<file path="src/rtl/occ_pkg.sv">
// Shared constants, payload types and chain types for the orthogonal crossing counter.
package occ_pkg;

    localparam int STORE_DEPTH = 256;
    localparam int COORD_W     = 32;
    localparam int FILL_W      = $clog2(STORE_DEPTH + 1);
    localparam int COUNT_W     = 17;

    localparam logic [COUNT_W-1:0] COUNT_MAX = {COUNT_W{1'b1}};

    typedef struct packed {
        logic signed [COORD_W-1:0] end_a_x;
        logic signed [COORD_W-1:0] end_a_y;
        logic signed [COORD_W-1:0] end_b_x;
        logic signed [COORD_W-1:0] end_b_y;
        logic                      is_last;
    } in_item_t;

    typedef struct packed {
        logic [COUNT_W-1:0] crossing_count;
        logic               overflow;
    } out_item_t;

    // fixed coordinate plus normalised span
    typedef struct packed {
        logic signed [COORD_W-1:0] fixed_c;
        logic signed [COORD_W-1:0] lo;
        logic signed [COORD_W-1:0] hi;
    } seg_entry_t;

    // segment travelling along the chain
    typedef struct packed {
        logic               valid;
        logic               is_h;
        logic               is_v;
        logic               last;
        seg_entry_t         seg;
        logic [FILL_W-1:0]  count;
    } token_t;

endpackage

</file>
<file path="src/rtl/occ_cell.sv">
// One chain cell: a horizontal and a vertical slot, compared against the passing token.
module occ_cell
    import occ_pkg::*;
(
    input  logic       clk,
    input  logic       rst_n,
    input  logic       h_we,
    input  logic       v_we,
    input  seg_entry_t wr_entry,
    input  logic       h_live,
    input  logic       v_live,
    input  token_t     tok_in,
    output token_t     tok_out
);

    seg_entry_t h_entry_reg;
    seg_entry_t v_entry_reg;
    token_t     tok_reg;
    token_t     tok_next;
    logic       hit_h;
    logic       hit_v;

    // token horizontal against stored vertical
    assign hit_h = tok_in.is_h && v_live
                   && (tok_in.seg.lo < v_entry_reg.fixed_c)
                   && (v_entry_reg.fixed_c < tok_in.seg.hi)
                   && (v_entry_reg.lo < tok_in.seg.fixed_c)
                   && (tok_in.seg.fixed_c < v_entry_reg.hi);

    // token vertical against stored horizontal
    assign hit_v = tok_in.is_v && h_live
                   && (h_entry_reg.lo < tok_in.seg.fixed_c)
                   && (tok_in.seg.fixed_c < h_entry_reg.hi)
                   && (tok_in.seg.lo < h_entry_reg.fixed_c)
                   && (h_entry_reg.fixed_c < tok_in.seg.hi);

    always_comb
    begin
        tok_next = tok_in;
        if (hit_h || hit_v)
        begin
            tok_next.count = tok_in.count + FILL_W'(1);
        end
    end

    always_ff @(posedge clk)
    begin
        if (h_we)
        begin
            h_entry_reg <= wr_entry;
        end
        if (v_we)
        begin
            v_entry_reg <= wr_entry;
        end
    end

    always_ff @(posedge clk or negedge rst_n)
    begin
        if (!rst_n)
        begin
            tok_reg <= '0;
        end
        else
        begin
            tok_reg <= tok_next;
        end
    end

    assign tok_out = tok_reg;

endmodule

</file>
<file path="config.mk">
export PLATFORM = sky130hd
export DESIGN_NAME = occ_cell
export DESIGN_NICKNAME = d
export VERILOG_FILES = /design/src/rtl/occ_pkg.sv /design/src/rtl/occ_cell.sv
export SDC_FILE = /design/constraint.sdc
export NUM_CORES = 1
export LEC_CHECK = 0
export ABC_AREA = 1
export BUFFER_PORTS_ARGS = -buffer_cell sky130_fd_sc_hd__buf_2
export CORE_MARGIN = 2
export CORE_UTILIZATION = 40
export CTS_CLUSTER_SIZE = 30
export DETAILED_ROUTE_END_ITERATION = 10
export SLEW_MARGIN = 20
export SYNTH_ARGS = -nofsm -noshare
export SYNTH_HDL_FRONTEND = slang
export SYNTH_SLANG_ARGS = --single-unit
export TNS_END_PERCENT = 10
</file>
<file path="constraint.sdc">
create_clock -name clk -period 3.5 [get_ports clk]
set_input_delay 0.175 -clock clk [delete_from_list [all_inputs] [get_ports clk]]
set_output_delay 0.175 -clock clk [all_outputs]
set_load 0.05 [all_outputs]
</file>
======== Word-level counts from Yosys, hierarchy flattened ========
Cells that the tools add are included.
Widths: inputs -> output; s select.
word-level totals
  flip-flop bits (word level) ............. 301
  word-level logic and storage cells ...... 35
  input bits .............................. 211
  output and inout bits ................... 109
operators by class
  $add $sub $neg .......................... 1
  reduce and logical (&&, ||, !) cells .... 11
  $lt $le $gt $ge ......................... 8
  mux-type cells .......................... 1
operators by type and width
  kind                 count
  $lt 32x32->1         8
  $logic_and 1x1->1    10
  $add 9x1->9 const B  1
  $mux 9               1
  $logic_or 1x1->1     1

======== Longest topological paths before layout ========
Gate-level depths: netlist of run 1.
  depth after elaboration ................. 7
  gate-level depth with buffers ........... 19
  depth with buffers taken out ............ 19

======== Least setup slack after synthesis of run 1 ========
No wires, ideal clock.
  path type ............................... register -> register
  start ................................... register v_entry_reg[63] (netlist name)
  end ..................................... register tok_reg, in the netlist tok_out[0]
  period minus slack after synthesis ...... 1.878 ns
  data arrival time ....................... 1.813 ns
  buffers on the path ..................... 0
  setup slack ............................. 1.622 ns
  stages on the path, launching flop included .. 13
  data required time ...................... 3.435 ns
  library setup time ...................... 0.065 ns
  cells stage by stage .................... edfxtp_1 > ha_1 > nand2_2 > nor4_4 > nor3b_2 > nand2_1 > nand3b_1 > nand2_1 > nor2_2 > nand2_4 > nand2_4 > nand2_1 > nand2_1
RTL lines
  what                      line            RTL
  start: declaration        occ_cell.sv:17  seg_entry_t v_entry_reg;
  start signal: assignment  occ_cell.sv:54  v_entry_reg <= wr_entry;
  end signal: assignment    occ_cell.sv:66  tok_reg <= tok_next;
  end: declaration          occ_cell.sv:18  token_t tok_reg;

==> results of run 1 <==
per-stage QoR:
stage	total power, mW	area (um2)	setup slack (ps)	utilization, %	hold slack (ps)
4_1_cts	9.83	20700	1180	55.3	195
3_5_place_dp	5.76	17400	1220	46.5	271
3_3_place_gp	5.72	17400	1250	46.5	250
2_1_floorplan	5.17	15100	1620	-	-121
5_1_grt	10.2	20700	909	55.3	193
6_report	9.72	20700	1200	55.3	189
layout by cell type, fill, tap and decap left out, types with 7 or more instances in the layout:
cell           count
a21oi_1          112
buf_2            316
clkbuf_1           7
clkbuf_16         41
dfrtp_1          109
dlygate4sd3_1    206
edfxtp_1         192
ha_1             249
inv_1            239
nand2_1          249
nand3_1           33
nand4_1           17
nor2_1            63
nor3_1            11
o211ai_1           7
o21ai_0           10
o21ai_1           19
path summary, 6_finish.rpt:
path	end	slack, ps	cells past startpoint
worst max-delay path	tok_out[5]	1200	13
worst min-delay path	v_entry_reg[52]	190	1
worst max register to register	tok_out[5]	1200	13
worst min register to register	tok_out[1]	1010	7
max in group asynchronous	tok_out[84]	2430	3
min in group asynchronous	tok_out[41]	250	2
cells by family after synthesis:
| group | Yosys count | share of synthesized area, % |
|---|---|---|
| fa+ha+maj | 249 | 20.6 |
| simple gates | 398 | 11.3 |
| buf+inv | 241 | 5.98 |
| xor+xnor | 7 | 0.405 |
| flops | 301 | 56.1 |
| compound gates | 160 | 5.60 |
repair_timing:
action,4_1_cts,5_1_grt
setup endpoints to repair,0,0
hold buffers,206,0
hold endpoints to repair,354,0
Yosys cell counts (2+ instances only):
cell type  instances
o21ai_0           10
nor4_2             2
xnor2_1            4
nand4_1           17
nand2_4            3
nor2_1            63
and3_1             2
dfrtp_1          109
inv_1            239
nand3b_1           6
inv_2              2
nor3_1            11
ha_1             249
xor2_1             3
o211ai_1           7
o21ai_1           19
nor2_2             3
nand2_2            4
a21oi_1          112
nor4_1             3
a21o_1             5
o21a_1             5
nand3_1           33
nand2_1          249
edfxtp_1         192
power by group through the flow:
stage | logic [mW] | registers (mW) | clock network (mW)
finish | 1.71 | 4.16 | 3.85
detailed placement | 1.53 | 4.23 | 0
floorplan | 0.709 | 4.46 | 0
global placement | 1.50 | 4.22 | 0
global route | 1.93 | 4.18 | 4.11
CTS | 1.72 | 4.16 | 3.95
per-layer routing:
layer	GRT usage [%]	share of wire, %	up-vias	routed length, um
met3	4.37	5.0	50	1850
met5	0	0	-	0
met1	22.3	43	5203	15800
met2	34.4	51	261	18700
met4	5.09	2.0	0	731
li1	-	-	5713	-
worst max-delay path, delay by kind of cell, from the launching register on:
family / cells / cell delay [ps]
and+or+nand+nor: 12 / 1470
DFF: 1 / 400
adders and majority gates: 1 / 360
layout make-up:
| cell class | count | area [um2] | share of cell area (%) |
|---|---|---|---|
| clock buffers | 52 | 1110 | 5.34 |
| clock inverters | 10 | 131 | 0.633 |
| diodes | 2 | 5.00 | 0.0241 |
| inverters | 241 | 905 | 4.36 |
| multi-input cells | 814 | 5730 | 27.6 |
| well taps | 511 | 639 | 3.08 |
| flip-flops and latches | 301 | 8490 | 40.9 |
| repair buffers | 528 | 3730 | 18.0 |
==> flow_summary.json, run 1 <==
{
  "outcome": "completed",
  "fin_worst_skew_ps": 8.15,
  "intPower_mw": 7.15,
  "async_reset_ff_share_pct": 36.2,
  "final_antenna_net_count": 0,
  "crit_path_cell_trace": "ha_1 -> nand2_1 -> nor2_1 -> nand2_1 -> nor4_1 -> nand2_1 -> nand3b_1 -> nand2_1 -> nor2_1 -> nand2_4 -> nand2_4 -> nand2_1 -> nand2_1",
  "cpPeakStageDelay_ps": 400,
  "grt_pass1_vias": 11700,
  "numClockSinks": 301,
  "fin_crit_ps": 2300,
  "synth_top_area_share_pct": 38.1,
  "netSwitchingFraction_pct": 26.4,
  "slew_headroom_pct": 43.7,
  "io_pins": 320,
  "arrival_ps": 2760,
  "cp.required_ps": 3970,
  "reg2reg_from": "h_entry_reg[95]",
  "postSynthNetCount": 1816,
  "cts_buffer_depth": 3,
  "holdCritPathClass": "primary input to register",
  "routed_wl_mm": 37.1,
  "dp.cells": 2189,
  "final-hold-violation-count": 0,
  "wl_per_cell_um": 15.1,
  "htree_levels": 2,
  "clock_latency_ps": 530,
  "dp_hpwl_mm": 26.6,
  "die_y_um": 199,
  "cap_violations": 0,
  "avgSynthCellArea_um2": 11.2,
  "nFillCells": 3240,
  "largest_reg_flops": 109,
  "crit_path_top_delay_cell": "edfxtp_1",
  "power_frac_comb_pct": 17.6,
  "yosysUniqueCellTypes": 29,
  "setup_viol": 0,
  "worstPathMaxFanout": 10,
  "die_w_um": 199,
  "ys.flop_type": "edfxtp_1",
  "syn_to_final_growth_pct": 37.1,
  "max_freq_mhz": 435,
  "cpMostUsedCell": "nand2_1",
  "power.density_nw_per_um2": 468,
  "yosys-top-cells-area": "edfxtp_1 (38%), ha_1 (21%), dfrtp_1 (18%)",
  "drcViolationCount": 0,
  "synth-seq-cells": 301,
  "rsz0062_at_grt": "no",
  "crit_start": "h_entry_reg[95]",
  "clkPwrFrac_pct": 39.6,
  "overflow": 0,
  "post_cts_buffers": 0,
  "min_from": "v_we",
  "core_um2": 37500,
  "grt_max_degree": 57,
  "worst_setup_path_end_kind": "register",
  "rows": 71,
  "synth_enable_flop_cells": 192,
  "crit_type": "register to register",
  "syn_inst": 1356,
  "first_pass_iters": 5,
  "drv_slew": 0,
  "die_area_um2": 39400,
  "synth.cell_area_um2": 15100,
  "critPathLaunchType": "register",
  "fin_nets": 2380,
  "yosys.area.top_type": "edfxtp_1",
  "clk_pin_slew_ps": 60,
  "grt_pass1_wl_mm": 57.8,
  "cts_resized": 0,
  "netSwitchingPower_mw": 2.57,
  "worst_pin_slew_ps": 844,
  "gp_congestion": 0.810,
  "ys_seq_area_share_pct": 56.1,
  "final.period_utilization_pct": 65.6,
  "fin_cells": 2459,
  "power.leakage_nw": 10.3,
  "cts_made_buffers": 34,
  "cts_tree": "done",
  "cts-root-buf": "clkbuf_16",
  "vias": 11200,
  "yosys_warnings": 0,
  "finalSetupTns_ps": 0,
  "start_util_pct": 40.4,
  "portBuffers": 319,
  "ir_drop_mv": 0.489,
  "vias_per_cell": 4.57,
  "antenna_found_initial": 1,
  "drt_iter0_markers": 395,
  "p_seq_share_pct": 42.8,
  "globalRouteTotalUtil_pct": 18.9,
  "drive_gt1_share_pct": 20.1
}
Note: power is estimated with default switching activity, not from simulation.
==> run 2: changes to the inputs <==
- ABC_AREA: 1 -> 0
- clock period: 3.5 -> 2.1 ns (I/O delays scaled with it)
==> flow_summary.json, run 2 <==
{
  "outcome": "finished, violations left",
  "violations": "setup timing",
  "power.leakage_nw": 10.6,
  "syn_to_final_growth_pct": 49.0,
  "cap_violations": 0,
  "fin_crit_ps": 2650,
  "portBuffers": 319,
  "synth_top_area_share_pct": 38.8,
  "critPathLaunchType": "register",
  "layout_common_cells": "buf_2 (316), ha_1 (238), dlygate4sd3_1 (206), inv_1 (194), edfxtp_1 (192)",
  "worst_pin_slew_ps": 581,
  "vias": 11600,
  "cp.required_ps": 2550,
  "clk_pin_slew_ps": 60,
  "grt_pass1_wl_mm": 64.9,
  "dp_hpwl_mm": 31.2,
  "cpPeakStageDelay_ps": 450,
  "cts_tree": "done",
  "grt_pass1_vias": 12400,
  "die_area_um2": 38700,
  "rows": 70,
  "arrival_ps": 3100,
  "overflow": 0,
  "ys.flop_type": "edfxtp_1",
  "core_um2": 36600,
  "clock_latency_ps": 540,
  "finalSetupTns_ps": -4510,
  "numClockSinks": 301,
  "crit_path_cell_trace": "ha_1 -> a21o_1 -> a2111oi_1 -> o21ai_0 -> o31ai_4 -> o2111ai_4 -> buf_6 -> a21oi_2 -> xor2_1",
  "crit_path_top_delay_cell": "a2111oi_1",
  "synth-seq-cells": 301,
  "slew_headroom_pct": 60.9,
  "cts-root-buf": "clkbuf_16",
  "grt_max_degree": 60,
  "fin_worst_skew_ps": 15.2,
  "drive_gt1_share_pct": 32.0,
  "holdCritPathClass": "primary input to asynchronous set/reset pin",
  "routed_wl_mm": 41.5,
  "wl_per_cell_um": 17.4,
  "ys_seq_area_share_pct": 57.2,
  "final_antenna_net_count": 0,
  "ir_drop_mv": 0.660,
  "yosys.area.top_type": "edfxtp_1",
  "crit_type": "register to register",
  "drcViolationCount": 0,
  "synthTopCellsByCount": "ha_1 (249), inv_1 (194), edfxtp_1 (192)",
  "cts_buffer_depth": 3,
  "largest_reg_flops": 109,
  "drv_slew": 0,
  "power.density_nw_per_um2": 763,
  "rsz0062_at_grt": "yes",
  "fin_ws_ps": -550,
  "yosys-top-cells-area": "edfxtp_1 (39%), ha_1 (21%), dfrtp_1 (18%)",
  "drt_iter0_markers": 433,
  "io_pins": 320,
  "syn_inst": 1154,
  "vias_per_cell": 4.85,
  "die_y_um": 197,
  "power_mw": 16.9,
  "yosys_warnings": 0,
  "first_pass_iters": 5,
  "final_common_cell": "buf_2",
  "async_reset_ff_share_pct": 36.2,
  "ff2ff_setup_slack_ps": -550,
  "antenna_found_initial": 3,
  "setup_viol": 9,
  "nFillCells": 2915,
  "synth.cell_area_um2": 14900,
  "worst_setup_path_end_kind": "register",
  "die_w_um": 197,
  "final.period_utilization_pct": 126,
  "worstPathMaxFanout": 7,
  "globalRouteTotalUtil_pct": 21.8,
  "gp_congestion": 0.890,
  "fin_nets": 2352,
  "cts_made_buffers": 36,
  "start_util_pct": 40.6,
  "avgSynthCellArea_um2": 12.9,
  "max_freq_mhz": 377,
  "synth.most_common_cell": "ha_1",
  "final-hold-violation-count": 0,
  "postSynthNetCount": 1614,
  "synth_enable_flop_cells": 192,
  "yosysUniqueCellTypes": 56,
  "htree_levels": 2
}
-- run 2: changes by cell type after synthesis, sizes merged, moves of 14 or more --
cell   previous run  this run
nand2           256        52
nor2             66        30
nand4            17        31
a21oi           112        76
inv             241       194
a21o              5        21
-- run 2: cell families after synthesis --
group                      after synthesis  share of synthesized area, %
DFF                                    301                          57.2
adders and majority gates              249                          21.0
AOI/OAI and AO/OA                      217                          9.94
buffers and inverters                  194                          4.90
and+or+nand+nor                        184                          6.46
xor gates and xnor gates                 8                         0.472
muxes                                    1                        0.0758
-- run 2: worst paths after layout --
path / start / cells past startpoint / to
min in group clk: v_we / 1 / v_entry_reg[16]
setup reg to reg: h_entry_reg[59] / 9 / tok_out[8]
max in group asynchronous: rst_n / 3 / tok_out[92]
hold / removal: rst_n / 2 / tok_out[27]
hold reg to reg: h_entry_reg[63] / 6 / tok_out[1]
setup / recovery: h_entry_reg[59] / 9 / tok_out[8]
-- run 2: stage by stage --
| step | hold slack (ps) | util [%] | cell area, um2 | instances | worst slack [ps] |
|---|---|---|---|---|---|
| after floorplan | -191 | - | 14900 | 1154 | -324 |
| after global placement | 48.3 | 50.3 | 18400 | 2114 | -748 |
| after detailed placement | 54.7 | 50.3 | 18400 | 2114 | -815 |
| after CTS | 8.46 | 59.9 | 21900 | 2386 | -566 |
| after global routing | 22.5 | 60.5 | 22100 | 2389 | -719 |
| final | 27.7 | 60.5 | 22100 | 2390 | -550 |
-- run 2: timing repair --
action | 4_1_cts | 5_1_grt
setup buffers | 1 | 2
endpoints found under the hold margin | 410 | 0
endpoints found under the setup margin | 9 | 9
pin swaps | 19 | 19
resized for setup | 24 | 28
hold buffers | 206 | 0
-- run 2: where the power goes --
group	switching, mW	leakage (nW)	internal [mW]
clock network	2.54	0.651	4.27
registers	0.156	3.15	6.77
logic	1.73	6.78	1.42
total	4.42	10.6	12.5
-- run 2: layout make-up --
class	count	area (um2)	share of cell area (%)
antenna	2	5.00	0.0226
clock buffer	44	1040	4.68
clock inverter	22	280	1.27
inverter	194	728	3.29
multi-input combinational	659	5970	27.0
sequential	301	8490	38.4
tap	468	586	2.65
timing repair buffer	700	5040	22.8
-- run 2: per-layer routing --
| layer | wire length, um | share of wire [%] | GRT usage, % | vias to the layer above |
|---|---|---|---|---|
| met5 | 27 | 0.065 | 0 | - |
| met4 | 1020 | 2.5 | 6.85 | 4 |
| met3 | 2270 | 5.5 | 3.85 | 79 |
| met2 | 20500 | 49 | 38.8 | 333 |
| met1 | 17700 | 43 | 27.0 | 5460 |
| li1 | - | - | - | 5708 |
-- run 2: worst max-delay path: cells and delay by family (launching register included) --
| kind | cells | cell delay [ps] |
|---|---|---|
| AO/OA/AOI/OAI | 6 | 1550 |
| XOR/XNOR | 1 | 170 |
| adder cells (fa/ha/maj) | 1 | 290 |
| buffers and inverters | 1 | 180 |
| flip-flops | 1 | 360 |
==> run 3: changes to the inputs <==
- BUFFER_PORTS_ARGS: -buffer_cell sky130_fd_sc_hd__buf_2 -> -buffer_cell sky130_fd_sc_hd__clkbuf_2
- CELL_PAD_IN_SITES_DETAIL_PLACEMENT: default -> 2
- CELL_PAD_IN_SITES_GLOBAL_PLACEMENT: default -> 2
- CORE_UTILIZATION: 40 -> 33
- PLACE_DENSITY_LB_ADDON: default -> 0.1
==> flow_summary.json, run 3 (synthesized netlist as in run 2, its figures left out) <==
{
  "outcome": "finished, violations left",
  "violations": "setup timing",
  "worstPathMaxFanout": 7,
  "endpoint": "tok_out[6]",
  "worst_setup_path_end_kind": "register",
  "largest_reg_flops": 109,
  "cts-root-buf": "clkbuf_16",
  "fin_cells": 2530,
  "drt_iter0_markers": 340,
  "routed_wl_mm": 54.8,
  "crit_path_top_delay_cell": "edfxtp_1",
  "dp.cells": 2248,
  "fin_nets": 2367,
  "portBuffers": 319,
  "ir_drop_mv": 0.785,
  "final_common_cell": "clkbuf_2",
  "crit_buf_inv": 4,
  "htree_levels": 2,
  "final-hold-violation-count": 0,
  "grt_pass1_vias": 14700,
  "rsz0062_at_grt": "yes",
  "fin_crit_ps": 2720,
  "ff2ff_setup_slack_ps": -620,
  "drcViolationCount": 0,
  "start_util_pct": 33.5,
  "whs_ps": 131,
  "cts_buffer_depth": 3,
  "overflow": 0,
  "crit_type": "register to register",
  "power.density_nw_per_um2": 768,
  "arrival_ps": 3190,
  "crit_path_cell_trace": "buf_4 -> inv_1 -> ha_1 -> a211oi_1 -> o21ai_1 -> a31oi_2 -> o31ai_1 -> buf_4 -> a22oi_2 -> o2111ai_4 -> buf_8 -> a21oi_4 -> xor2_1",
  "layout_common_cells": "clkbuf_2 (316), ha_1 (233), dlygate4sd3_1 (207), edfxtp_1 (192), inv_1 (189)",
  "worst_pin_slew_ps": 698,
  "max_freq_mhz": 368,
  "die_w_um": 216,
  "critPathTopFamily": "compound AO/OA/AOI/OAI gates",
  "holdPathStages": 2,
  "numClockSinks": 301,
  "reg2reg_from": "v_entry_reg[68]",
  "die_y_um": 216,
  "vias_per_cell": 4.78,
  "globalRouteTotalUtil_pct": 23.7,
  "clk_pin_slew_ps": 60,
  "crit_cells": 13,
  "final.period_utilization_pct": 130,
  "clock_latency_ps": 560,
  "wl_per_cell_um": 21.7,
  "r2r_end": "tok_out[6]",
  "fin_worst_skew_ps": 21.2,
  "power_mw": 17.4,
  "rows": 77,
  "cap_violations": 0,
  "io_pins": 320,
  "setup_viol": 9,
  "cpMostUsedCell": "buf_4",
  "gp_congestion": 0.796,
  "first_pass_iters": 4,
  "vias": 12100,
  "syn_to_final_growth_pct": 52.1,
  "grt_pass1_wl_mm": 84.7,
  "final_antenna_net_count": 0,
  "dp_hpwl_mm": 37.1,
  "crit_start": "v_entry_reg[68]",
  "core_um2": 44300,
  "drive_gt1_share_pct": 33.6,
  "holdCritPathClass": "primary input to register",
  "die_area_um2": 46700,
  "cts_tree": "done",
  "power.leakage_nw": 10.7,
  "slew_headroom_pct": 53.5,
  "cpPeakStageDelay_ps": 410,
  "critPathLaunchType": "register",
  "cts_made_buffers": 37,
  "drv_slew": 0,
  "grt_max_degree": 110,
  "antenna_found_initial": 5,
  "r2r_cells": 13,
  "fin_ws_ps": -620,
  "cp.required_ps": 2570
}
run 3: cell count changes in the layout (fill, tap and decap cells not counted), moves of 4 or more:
| cell | delta |
|---|---|
| buf_2 | -316 |
| buf_4 | +12 |
| clkbuf_2 | +316 |
| clkbuf_8 | +10 |
| clkinv_2 | -5 |
| ha_1 | -5 |
| inv_1 | -5 |
| inv_2 | +5 |
| o21ai_1 | +4 |
run 3: worst reg2reg max path, cell delays in order (launching register included):
cell and delay (ps):
edfxtp_1 410, buf_4 160, inv_1 50, ha_1 240, a211oi_1 290, o21ai_1 140
a31oi_2 200, o31ai_1 120, buf_4 150, a22oi_2 180, o2111ai_4 170, buf_8 190
a21oi_4 150, xor2_1 190
run 3: routing by layer:
| metal | global-route usage [%] | vias to the layer above | routed length, um |
|---|---|---|---|
| met5 | 0 | - | 22 |
| met4 | 7.08 | 4 | 1340 |
| met3 | 3.56 | 82 | 1980 |
| met2 | 45.8 | 245 | 30200 |
| met1 | 26.6 | 6019 | 21300 |
| li1 | - | 5736 | - |
run 3: how the worst min path moves through the flow:
stage	start	slack (ps)	endpoint
6_report	v_we	130	v_entry_reg[24]
3_5_place_dp	tok_in[105]	220	tok_out[105]
3_3_place_gp	tok_in[105]	220	tok_out[105]
4_1_cts	v_we	120	v_entry_reg[21]
5_1_grt	v_we	150	v_entry_reg[24]
2_1_floorplan	rst_n	-190	tok_out[0]
run 3: what timing repair did:
item | CTS | global route
buffers inserted | 2 | 3
hold endpoints to repair | 413 | 0
pin swaps | 23 | 25
hold buffers | 207 | 0
endpoints found under the setup margin | 9 | 9
gates cloned | 0 | 0
gates resized for setup | 54 | 34
run 3: layout make-up:
class	instances	area [um2]
multi-input cells	659	6120
flip-flops and latches	301	8490
inverters	194	728
repair buffers	714	5160
clock buffers	57	1180
well taps	592	741
diodes	3	7.51
clock inverters	10	150
fillers	4327	21700
run 3: power by group:
group          internal, mW  switching (mW)
combinational          1.50            1.94
clock                  4.27            2.69
sequential             6.77           0.179
run 3: per-stage QoR:
stage               utilization (%)  TNS (ps)  instance area [um2]  setup slack (ps)
floorplan                         -     -1690                14900              -324
global placement               42.1     -6740                18600              -759
detailed placement             42.1     -6920                18600              -793
CTS                            50.5     -5040                22400              -582
global route                   51.0     -6580                22600              -774
finish                         51.0     -5310                22600              -620
